## config.mk

```make
export PLATFORM = sky130hd
export DESIGN_NAME = websocket_frame_parser_top
export DESIGN_NICKNAME = d
export VERILOG_FILES = /design/src/hdl/wsfp_pkg.sv /design/src/hdl/wsfp_core.sv /design/src/hdl/websocket_frame_parser_top.sv
export SDC_FILE = /design/constraint.sdc
export NUM_CORES = 1
export LEC_CHECK = 0
export BUFFER_PORTS_ARGS = -buffer_cell sky130_fd_sc_hd__buf_2
export CAP_MARGIN = 20
export CORE_MARGIN = 5
export CORE_UTILIZATION = 45
export DETAILED_ROUTE_END_ITERATION = 12
export HOLD_SLACK_MARGIN = 0.06
export PLACE_DENSITY_LB_ADDON = 0.12
export SLEW_MARGIN = 25
export SYNTH_ARGS = -nofsm -noshare
export SYNTH_HDL_FRONTEND = slang
export SYNTH_SLANG_ARGS = --single-unit
```

## constraint.sdc

```tcl
create_clock -name clk -period 9.4 [get_ports clk]
set_input_delay 0 -clock clk [delete_from_list [all_inputs] [get_ports clk]]
set_output_delay 0 -clock clk [all_outputs]
set_load 0.02 [all_outputs]
```

## src/hdl/wsfp_pkg.sv

```systemverilog
// Package for the WebSocket frame parser: status codes, opcode and length
// constants, and the per-byte result type. No dependencies.
`timescale 1ns / 1ps
`default_nettype none

package wsfp_pkg;

  localparam int unsigned STATUS_W = 3;

  localparam logic [STATUS_W-1:0] ST_PENDING = 3'd0;
  localparam logic [STATUS_W-1:0] ST_MESSAGE = 3'd1;
  localparam logic [STATUS_W-1:0] ST_CLOSE   = 3'd2;
  localparam logic [STATUS_W-1:0] ST_PING    = 3'd3;
  localparam logic [STATUS_W-1:0] ST_PONG    = 3'd4;
  localparam logic [STATUS_W-1:0] ST_BAD     = 3'd5;

  localparam logic [3:0] OP_DATA_MAX = 4'h2;
  localparam logic [3:0] OP_CLOSE    = 4'h8;
  localparam logic [3:0] OP_PING     = 4'h9;
  localparam logic [3:0] OP_PONG     = 4'hA;
  localparam logic [3:0] OP_NONE     = 4'h0;

  localparam logic [6:0] LEN_EXT16 = 7'd126;
  localparam logic [6:0] LEN_EXT64 = 7'd127;

  // remaining extended-length bytes after the first one
  localparam logic [2:0] EXT16_LEFT = 3'd1;
  localparam logic [2:0] EXT64_LEFT = 3'd7;
  localparam logic [1:0] KEY_LAST   = 2'd3;

  typedef struct packed {
    logic [STATUS_W-1:0] status;
    logic                payload_valid;
    logic [7:0]          unmasked_byte;
  } result_t;

endpackage

`default_nettype wire

```

## src/hdl/wsfp_core.sv

```systemverilog
// Frame parser state and per-byte step logic; one byte per enabled cycle.
// Depends on wsfp_pkg.
`timescale 1ns / 1ps
`default_nettype none

module wsfp_core #(
  parameter int unsigned LENGTH_BITS = 64
) (
  input  wire logic              clk,
  input  wire logic              rst_n,
  input  wire logic              step_en,
  input  wire logic [7:0]        data_byte,
  input  wire logic              mask_required,
  output wsfp_pkg::result_t      result
);

  typedef enum logic [4:0] {
    PH_HEADER  = 5'b00001,
    PH_LEN     = 5'b00010,
    PH_EXT     = 5'b00100,
    PH_KEY     = 5'b01000,
    PH_PAYLOAD = 5'b10000
  } phase_t;

  phase_t                 phase_r, phase_nxt;
  logic [2:0]             cnt_r, cnt_nxt;
  logic [LENGTH_BITS-1:0] len_r, len_nxt;
  logic [LENGTH_BITS-1:0] pos_r, pos_nxt;
  logic [7:0]             key_r [4];
  logic [7:0]             key_nxt [4];
  logic                   fin_r, fin_nxt;
  logic [3:0]             ctl_r, ctl_nxt;
  logic                   masked_r, masked_nxt;

  logic [wsfp_pkg::STATUS_W-1:0] end_st;
  logic [3:0]                    op;
  logic [6:0]                    len7;
  logic [LENGTH_BITS-1:0]        pos_inc;
  logic [LENGTH_BITS-1:0]        len_shift;

  assign op        = data_byte[3:0];
  assign len7      = data_byte[6:0];
  assign pos_inc   = pos_r + LENGTH_BITS'(1);
  assign len_shift = {len_r[LENGTH_BITS-9:0], data_byte};

  always_comb begin
    if (ctl_r == wsfp_pkg::OP_CLOSE) begin
      end_st = wsfp_pkg::ST_CLOSE;
    end else if (ctl_r == wsfp_pkg::OP_PING) begin
      end_st = wsfp_pkg::ST_PING;
    end else if (ctl_r == wsfp_pkg::OP_PONG) begin
      end_st = wsfp_pkg::ST_PONG;
    end else begin
      end_st = fin_r ? wsfp_pkg::ST_MESSAGE : wsfp_pkg::ST_PENDING;
    end
  end

  always_comb begin
    phase_nxt  = phase_r;
    cnt_nxt    = cnt_r;
    len_nxt    = len_r;
    pos_nxt    = pos_r;
    key_nxt    = key_r;
    fin_nxt    = fin_r;
    ctl_nxt    = ctl_r;
    masked_nxt = masked_r;
    result     = '{status: wsfp_pkg::ST_PENDING, payload_valid: 1'b0, unmasked_byte: 8'h00};

    case (phase_r)
      PH_HEADER: begin
        len_nxt = '0;
        pos_nxt = '0;
        if (op <= wsfp_pkg::OP_DATA_MAX) begin
          fin_nxt   = data_byte[7];
          ctl_nxt   = wsfp_pkg::OP_NONE;
          phase_nxt = PH_LEN;
        end else if (op == wsfp_pkg::OP_CLOSE || op == wsfp_pkg::OP_PING ||
                     op == wsfp_pkg::OP_PONG) begin
          ctl_nxt   = op;
          phase_nxt = PH_LEN;
        end else begin
          ctl_nxt       = wsfp_pkg::OP_NONE;
          result.status = wsfp_pkg::ST_BAD;
        end
      end
      PH_LEN: begin
        masked_nxt = data_byte[7];
        if (data_byte[7] != mask_required) begin
          phase_nxt     = PH_HEADER;
          len_nxt       = '0;
          pos_nxt       = '0;
          ctl_nxt       = wsfp_pkg::OP_NONE;
          result.status = wsfp_pkg::ST_BAD;
        end else if (len7 == wsfp_pkg::LEN_EXT16) begin
          len_nxt   = '0;
          phase_nxt = PH_EXT;
          cnt_nxt   = wsfp_pkg::EXT16_LEFT;
        end else if (len7 == wsfp_pkg::LEN_EXT64) begin
          len_nxt   = '0;
          phase_nxt = PH_EXT;
          cnt_nxt   = wsfp_pkg::EXT64_LEFT;
        end else begin
          len_nxt = LENGTH_BITS'(len7);
          if (data_byte[7]) begin
            phase_nxt = PH_KEY;
            cnt_nxt   = '0;
          end else if (len7 == '0) begin
            phase_nxt     = PH_HEADER;
            pos_nxt       = '0;
            ctl_nxt       = wsfp_pkg::OP_NONE;
            result.status = end_st;
          end else begin
            phase_nxt = PH_PAYLOAD;
          end
        end
      end
      PH_EXT: begin
        if (len_r[LENGTH_BITS-1 -: 8] != 8'h00) begin
          phase_nxt     = PH_HEADER;
          len_nxt       = '0;
          pos_nxt       = '0;
          ctl_nxt       = wsfp_pkg::OP_NONE;
          result.status = wsfp_pkg::ST_BAD;
        end else begin
          len_nxt = len_shift;
          if (cnt_r != '0) begin
            cnt_nxt = cnt_r - 3'd1;
          end else if (masked_r) begin
            phase_nxt = PH_KEY;
            cnt_nxt   = '0;
          end else if (len_shift == '0) begin
            phase_nxt     = PH_HEADER;
            pos_nxt       = '0;
            ctl_nxt       = wsfp_pkg::OP_NONE;
            result.status = end_st;
          end else begin
            phase_nxt = PH_PAYLOAD;
          end
        end
      end
      PH_KEY: begin
        key_nxt[cnt_r[1:0]] = data_byte;
        if (cnt_r[1:0] == wsfp_pkg::KEY_LAST) begin
          if (len_r == '0) begin
            phase_nxt     = PH_HEADER;
            pos_nxt       = '0;
            ctl_nxt       = wsfp_pkg::OP_NONE;
            result.status = end_st;
          end else begin
            phase_nxt = PH_PAYLOAD;
          end
        end else begin
          cnt_nxt = cnt_r + 3'd1;
        end
      end
      PH_PAYLOAD: begin
        if (ctl_r == wsfp_pkg::OP_NONE) begin
          result.payload_valid = 1'b1;
          result.unmasked_byte = masked_r ? (data_byte ^ key_r[pos_r[1:0]]) : data_byte;
        end
        pos_nxt = pos_inc;
        if (pos_inc >= len_r) begin
          phase_nxt     = PH_HEADER;
          pos_nxt       = '0;
          ctl_nxt       = wsfp_pkg::OP_NONE;
          result.status = end_st;
        end
      end
      default: begin
        phase_nxt     = PH_HEADER;
        len_nxt       = '0;
        pos_nxt       = '0;
        ctl_nxt       = wsfp_pkg::OP_NONE;
        result.status = wsfp_pkg::ST_BAD;
      end
    endcase
  end

  always_ff @(posedge clk) begin
    if (!rst_n) begin
      phase_r  <= PH_HEADER;
      cnt_r    <= '0;
      len_r    <= '0;
      pos_r    <= '0;
      key_r    <= '{default: 8'h00};
      fin_r    <= 1'b0;
      ctl_r    <= wsfp_pkg::OP_NONE;
      masked_r <= 1'b0;
    end else if (step_en) begin
      phase_r  <= phase_nxt;
      cnt_r    <= cnt_nxt;
      len_r    <= len_nxt;
      pos_r    <= pos_nxt;
      key_r    <= key_nxt;
      fin_r    <= fin_nxt;
      ctl_r    <= ctl_nxt;
      masked_r <= masked_nxt;
    end
  end

endmodule

`default_nettype wire

```

## src/hdl/websocket_frame_parser_top.sv

```systemverilog
// WebSocket frame parser top level: input register, parser core, result register.
// Depends on wsfp_pkg and wsfp_core.
//
// Usage:
//   Input channel (in_valid / in_stall / in_data_byte) takes one received byte
//   of the WebSocket stream per transaction. Result channel (out_valid /
//   out_stall / out_status, out_payload_valid, out_unmasked_byte) returns
//   exactly one result per input byte, in order.
//   cfg_wr_en / cfg_wr_data write the mask-required bit; write only while idle.
//   Path: an accepted byte passes the input register, then the result
//   register, before its result is offered on out_valid. Throughput: one byte
//   per cycle unless out_stall holds a waiting result; the
//   per-byte step is a single pass of header/length/key/payload logic plus a
//   LENGTH_BITS-wide increment and compare on the payload counter.
//   When out_stall is high with a result waiting, the input register holds its
//   byte and in_stall rises only if that register is also full; nothing is
//   dropped.
//   Reset (synchronous, rst_n low): both registers empty, parser at frame
//   header, mask-required bit set to 1.
`timescale 1ns / 1ps
`default_nettype none

module websocket_frame_parser_top #(
  parameter int unsigned LENGTH_BITS = 64
) (
  input  wire logic       clk,
  input  wire logic       rst_n,
  input  wire logic       in_valid,
  output logic            in_stall,
  input  wire logic [7:0] in_data_byte,
  output logic            out_valid,
  input  wire logic       out_stall,
  output logic [2:0]      out_status,
  output logic            out_payload_valid,
  output logic [7:0]      out_unmasked_byte,
  input  wire logic       cfg_wr_en,
  input  wire logic       cfg_wr_data
);

  logic              in_v_r;
  logic [7:0]        in_byte_r;
  logic              out_v_r;
  wsfp_pkg::result_t out_res_r;
  logic              mask_req_r;

  logic              advance;
  logic              step_en;
  logic              in_accept;
  wsfp_pkg::result_t step_res;

  assign advance   = !out_v_r || !out_stall;
  assign step_en   = in_v_r && advance;
  assign in_stall  = in_v_r && !advance;
  assign in_accept = in_valid && !in_stall;

  wsfp_core #(
    .LENGTH_BITS(LENGTH_BITS)
  ) u_core (
    .clk          (clk),
    .rst_n        (rst_n),
    .step_en      (step_en),
    .data_byte    (in_byte_r),
    .mask_required(mask_req_r),
    .result       (step_res)
  );

  always_ff @(posedge clk) begin
    if (!rst_n) begin
      in_v_r     <= 1'b0;
      out_v_r    <= 1'b0;
      mask_req_r <= 1'b1;
    end else begin
      if (in_accept) begin
        in_v_r <= 1'b1;
      end else if (step_en) begin
        in_v_r <= 1'b0;
      end
      if (step_en) begin
        out_v_r <= 1'b1;
      end else if (!out_stall) begin
        out_v_r <= 1'b0;
      end
      if (cfg_wr_en) begin
        mask_req_r <= cfg_wr_data;
      end
    end
  end

  always_ff @(posedge clk) begin
    if (in_accept) begin
      in_byte_r <= in_data_byte;
    end
    if (step_en) begin
      out_res_r <= step_res;
    end
  end

  assign out_valid         = out_v_r;
  assign out_status        = out_res_r.status;
  assign out_payload_valid = out_res_r.payload_valid;
  assign out_unmasked_byte = out_res_r.unmasked_byte;

`ifndef NO_ASSERTIONS
  a_payload_status: assert property (@(posedge clk) disable iff (!rst_n)
    (out_v_r && out_res_r.payload_valid) |->
      (out_res_r.status == wsfp_pkg::ST_PENDING ||
       out_res_r.status == wsfp_pkg::ST_MESSAGE))
    else $error("payload byte reported with a control or bad status");

  a_idle_byte_zero: assert property (@(posedge clk) disable iff (!rst_n)
    (out_v_r && !out_res_r.payload_valid) |-> (out_res_r.unmasked_byte == 8'h00))
    else $error("unmasked byte nonzero without payload");

  a_no_stall_empty: assert property (@(posedge clk) disable iff (!rst_n)
    !out_v_r |-> !in_stall)
    else $error("input stalled while result register empty");

  a_step_fills_out: assert property (@(posedge clk) disable iff (!rst_n)
    step_en |=> out_v_r)
    else $error("processed byte did not reach the result register");
`endif

endmodule

`default_nettype wire

```

Word-level counts from Yosys, hierarchy flattened
Index checks and enable logic that the tools add are counted.
{ "word_totals": {"register_bits": 197, "output_inout_bits": 14} }
{ "op_classes": {"add_sub_neg": 3, "magnitude_cmp": 5, "n_eq_ne": 32, "n_mux": 88, "n_bitwise": 4, "reduce_logical": 29} }
{ "ops": {"columns": ["operator", "n"], "rows": [
  ["2-to-1 mux 64 bit", 15],
  ["case mux 64 bit (4 select lines)", 1],
  ["case mux 64 bit (3 select lines)", 1],
  ["logical NOT 64 bit", 2],
  ["2-to-1 mux 3 bit", 25],
  ["2-to-1 mux 5 bit", 14],
  ["adder 64 x 1 -> 64 bit, second input constant", 1],
  ["greater-or-equal comparator 64 bit", 1],
  ["2-to-1 mux 4 bit", 14],
  ["bitwise mux 32 bit", 1],
  ["2-to-1 mux 8 bit", 4],
  ["case mux 5 bit (5 select lines)", 1],
  ["equality test 4 bit, second input constant", 6],
  ["case mux 4 bit (5 select lines)", 1],
  ["binary-select mux 8 bit (select 2 bit)", 1],
  ["demux 8 bit (select 2 bit)", 1],
  ["case mux 3 bit (5 select lines)", 1],
  ["equality test 7 bit, second input constant", 2],
  ["inequality test 3 x 1 -> 1 bit, second input constant", 4],
  ["inequality test 3 x 2 -> 1 bit, second input constant", 4],
  ["AND reduction 11 bit", 1],
  ["AND reduction 10 bit", 1],
  ["2-to-1 mux 9 bit", 1],
  ["case mux 3 bit (3 select lines)", 1],
  ["other kinds (34)", 57]
]} }

Longest topological paths before layout
{ "depth": {"depth_word": 10, "depth_mapped": 21} }

Modules after synthesis
Synthesis repeated with hierarchy kept, for this count alone.
{ "hier_totals": {"cells_unflattened": 1409, "area_unflattened_um2": 11511.0} }
{ "modules_own_cells": {"columns": ["module", "n_inst", "cells_per_inst", "area_each_um2", "seq_area_each_um2"], "rows": [
  ["wsfp_core", 1, 1378, 10792.9, 3483.3],
  ["websocket_frame_parser_top", 1, 31, 718.2, 660.6]
]} }

Worst setup path before layout
No wires, ideal clock.
{ "synth_path": {"kind": "reg2reg", "start": "register u_core.pos_r[2]", "end": "register u_core.pos_r[13]", "t_arrival_ps": 4188, "path_slack_ps": 5084, "path_stages_with_launch": 18, "period_less_slack_ps": 4316, "cell_sequence": "dfxtp_1 > nand4_1 > or4_1 > nor4_4 > nand4_2 > nor3b_1 > xor2_1 > ha_1 > and4_1 > nand4_1 > nor4_1 > and3_1 > o41ai_1 > nand3_1 > a21bo_2 > clkbuf_1 > clkbuf_1 > nor2_1"} }
{ "synth_between": {"elab_chain_cells": 4} }
{ "synth_lines": {"columns": ["item", "line_no", "rtl"], "rows": [
  ["start: declaration", "wsfp_core.sv:28", "logic [LENGTH_BITS-1:0] pos_r, pos_nxt;"],
  ["start signal: assignment", "wsfp_core.sv:193", "pos_r <= pos_nxt;"],
  ["adder 64 x 1 -> 64 bit (*)", "wsfp_core.sv:43", "assign pos_inc = pos_r + LENGTH_BITS'(1);"],
  ["greater-or-equal comparator 64 bit", "wsfp_core.sv:162", "if (pos_inc >= len_r) begin"],
  ["2-to-1 mux 64 bit (*)", "wsfp_core.sv:162", null],
  ["case mux 64 bit (4 select lines) (*)", "wsfp_core.sv:69", "case (phase_r)"]
]} }
Every way passes the cells marked *; elsewhere a longest branch is shown, timed or not.
A chain may end at the register's enable or synchronous reset.

Final worst setup path
{ "layout_path": {"start": "register u_core.pos_r[0]", "end": "register u_core.pos_r[13]"} }
Same word-level chain as after synthesis.

==> metrics.md <==
| Metric | Value |
|---|---|
| Sw Ratio | `a little over a quarter` |
| WP data arrival | `approximately 6.5 ns` |
| HP Class | `in -> reg` |
| CTS buffer count | `17` |
| Setup Skew | `0.01976 ns` |
| Highest fanout seen on the critical path | `61` |
| Core area | `approximately 25000 µm²` |
| Initial Util | `45.30%` |
| Status | `finished, final reports clean` |
| Main combinational cell family by area after synthesis | `simple AND/OR/NAND/NOR gates` |
| Grt ovf | `0` |
| XOR/XNOR Fraction of Synth Area | `9.759%` |
| Gr usage total | `between 20% and 30%` |
| Final setup vio count | `0` |
| CTS root buf | `clkbuf_16` |
| Most frequent cells after synthesis | `nand2_1, dfxtp_1, nor2_1` |
| Final antenna-violating net count | `0` |
| Total power | `1.720 mW` |
| Post-synthesis mux area share | `2.489%` |
| # DRC | `0` |
| CP required | `a little under 10 ns` |
| H-tree levels | `4` |
| Yosys warning total | `0` |
| Post-synthesis simple-gate area fraction | `around a quarter` |
| DR vias/cell | `about 5.5` |
| Post-Syn Instances | `~1.4k` |
| Share of layout cells above drive strength 1 | `about 7%` |
| P_sw | `about 470 µW` |
| Met3 wire length | `around 720 µm` |
| Synth Flop Type | `dfxtp_1` |
| Pwr dens | `138.7 nW/µm²` |
| Routability Congestion | `0.8657` |
| VDD IR max | `roughly 0.000092 V` |
| Post-synth EDFFs | `20` |
| Die height | `around 170 µm` |
| Met2 WL | `~13 mm` |
| Clock power share | `between 40% and 50%` |
| Comb pwr share | `under 10%` |
| First-pass detailed-route iteration total | `5` |
| Number of DRC markers in iteration 0 | `approximately 590` |
| Syn Area/Cell | `roughly 8.2 µm²` |
| Met1 wire length | `about 14 mm` |
| Die W | `~170 µm` |
| DR top layer | `met4` |
| Port Buf Inserts | `27` |
| Cell variety after synth | `60` |
| Io pins | `28` |
| Vias in the first global route | `between 9k and 10k` |
| Non-filler cells, final | `between 1.5k and 2k` |
| Max Cap Viol | `0` |
| Synth-to-Final Area Change | `9.615%` |
| Startpoint types | `flip-flop` |
| Slew Limit Fails | `0` |
| Syn_nets | `between 1k and 1.5k` |
| Final min period | `between 6 and 7 ns` |
| RSZ-0062 raised after global routing | `no` |
| Avg WL per Cell | `16.42 µm` |
| Clock net sink count | `between 150 and 200` |
| Largest net degree at the start of global routing | `72` |
| Async S/R FF share, synth | `0%` |
| Fin. Hold Viols | `0` |
| Nets@finish | `between 1k and 1.5k` |
| Largest area contributor in the netlist | `dfxtp_1` |
| # rows | `58` |
| Initial antenna violation count | `0` |
| Clk slew on worst S/H paths | `~0.090 ns` |
| CTS tree | `yes` |
| Placed inst area | `around 12000 µm²` |
| Mapped Area | `between 10000 and 15000 µm²` |
| Max Fclk | `roughly 0.16 GHz` |
| Final HPWL DP | `approximately 19 mm` |
| Pint | `1.251 mW` |
| TNS Setup | `0 ns` |
| Final Instance Area | `~12000 µm²` |
| Top cells by area, synth | `dfxtp_1, ha_1, xnor2_1` |
| Critical Path Sink Type | `flip-flop` |
| Clk_lat worst skew | `0.45 ns` |
| Synth top area share | `31.33%` |
| Fin crit share | `around 65%` |
| Pleak | `about 4.4 nW` |
| Post-synthesis compound-gate area fraction | `between 10% and 20%` |
| Reg power frac | `between 50% and 60%` |
| Ant diodes | `0` |
| Count leader, synth | `nand2_1` |
| DR vias | `between 9k and 10k` |
| Die area | `28400 µm²` |
| Worst hold margin | `about 0.10 ns` |
| First-pass GRT wire length | `approximately 47 mm` |
| Placed Cells | `~1.7k` |
| #FFs+latches synth | `197` |
| Slew HR | `~43%` |
| Maximum clock path buffer count | `2` |
| Sequential area share after synthesis | `about 37%` |
| Total wire length | `approximately 28 mm` |
| Actual slew at the worst max-slew pin | `about 0.85 ns` |
| Post-synthesis adder-cell area fraction | `~7.9%` |
| CP Class | `reg -> reg` |
==> layout by cell type, fill, tap and decap left out, types with 16 or more instances in the layout <==
cell type  instances
nand2_1          189
dfxtp_1          177
nor2_1           130
nand3_1          127
a21boi_0          93
xnor2_1           87
inv_1             81
ha_1              71
a21oi_1           42
xor2_1            39
nand4_1           33
buf_2             27
nor4_1            24
o21ai_0           24
edfxtp_1          20
clkbuf_16         17
and3_1            16
==> metal layers <==
metal  track usage, %  vias up
met5                0        -
met4            4.234        0
li1                 -     4696
met2            33.39      125
met3            2.872       16
met1            27.99     4493
==> power by group through the flow <==
stage,registers (mW),logic (mW),clock network (mW)
final,0.869,0.0840,0.767
after floorplan,0.881,0.0615,0
after global routing,0.870,0.0924,0.819
after CTS,0.869,0.0852,0.786
after global placement,0.888,0.0809,0
after detailed placement,0.888,0.0806,0
==> area by class of cell <==
type	count	area [µm²]
fill	2454	12570
inverter	81	304.0
clock inverter	15	198.9
timing repair buffer	48	325.3
tap	330	412.9
clock buffer	17	425.4
sequential	197	4144
multi-input combinational	1018	6585
==> registers in the layout, summed over array words and instances (netlist names) <==
signal	flops
u_core.len_r	64
u_core.pos_r	64
u_core.key_r	32
in_byte_r	8
out_unmasked_byte	8
u_core.phase_r	5
u_core.ctl_r	4
out_status	3
u_core.cnt_r	3
in_v_r	1
mask_req_r	1
out_payload_valid	1
out_valid	1
u_core.fin_r	1
u_core.masked_r	1
==> per-stage QoR <==
step           setup WS, ns  utilization (%)
2_1_floorplan         5.084                -
3_3_place_gp          3.329            46.63
3_5_place_dp          3.207            46.63
4_1_cts               3.178            49.65
5_1_grt               2.778            49.65
6_report              3.250            49.65
==> worst paths after layout <==
check,start,endpoint,slack [ns],depth (start not counted)
setup reg to reg,u_core.pos_r[0]$_SDFFE_PN0P_,u_core.pos_r[13]$_SDFFE_PN0P_,3.25,16
setup / recovery,u_core.pos_r[0]$_SDFFE_PN0P_,u_core.pos_r[13]$_SDFFE_PN0P_,3.25,16
hold reg to reg,u_core.key_r[17]$_SDFFE_PN0P_,u_core.key_r[17]$_SDFFE_PN0P_,0.47,2
hold / removal,rst_n,mask_req_r$_SDFFE_PN1P_,0.10,2
==> worst max-delay path, cell delays in order (launching register included) <==
cell     delay [ns]
dfxtp_1        0.73
nand4_1        0.27
or4_1          0.68
nor4_4         0.57
nand4_2        0.41
nor3b_1        0.40
xor2_1         0.12
ha_1           0.29
and4_1         0.21
nand4_1        0.14
nor4_1         0.55
and3_1         0.29
o41ai_1        0.11
nand3_1        0.32
a21bo_2        0.20
buf_4          0.57
nor2_1         0.12
==> logic make-up after synthesis <==
group,Yosys count
and+or+nand+nor,604
AOI/OAI and AO/OA,199
DFF,197
buffers and inverters,156
xor gates and xnor gates,126
adders and majority gates,71
muxes,18
==> repair_timing <==
item	CTS	global route
hold endpoints to repair	11	0
buffers inserted	0	0
resized for setup	0	0
hold buffers	13	0
Note: power is estimated with default switching activity, not from simulation.
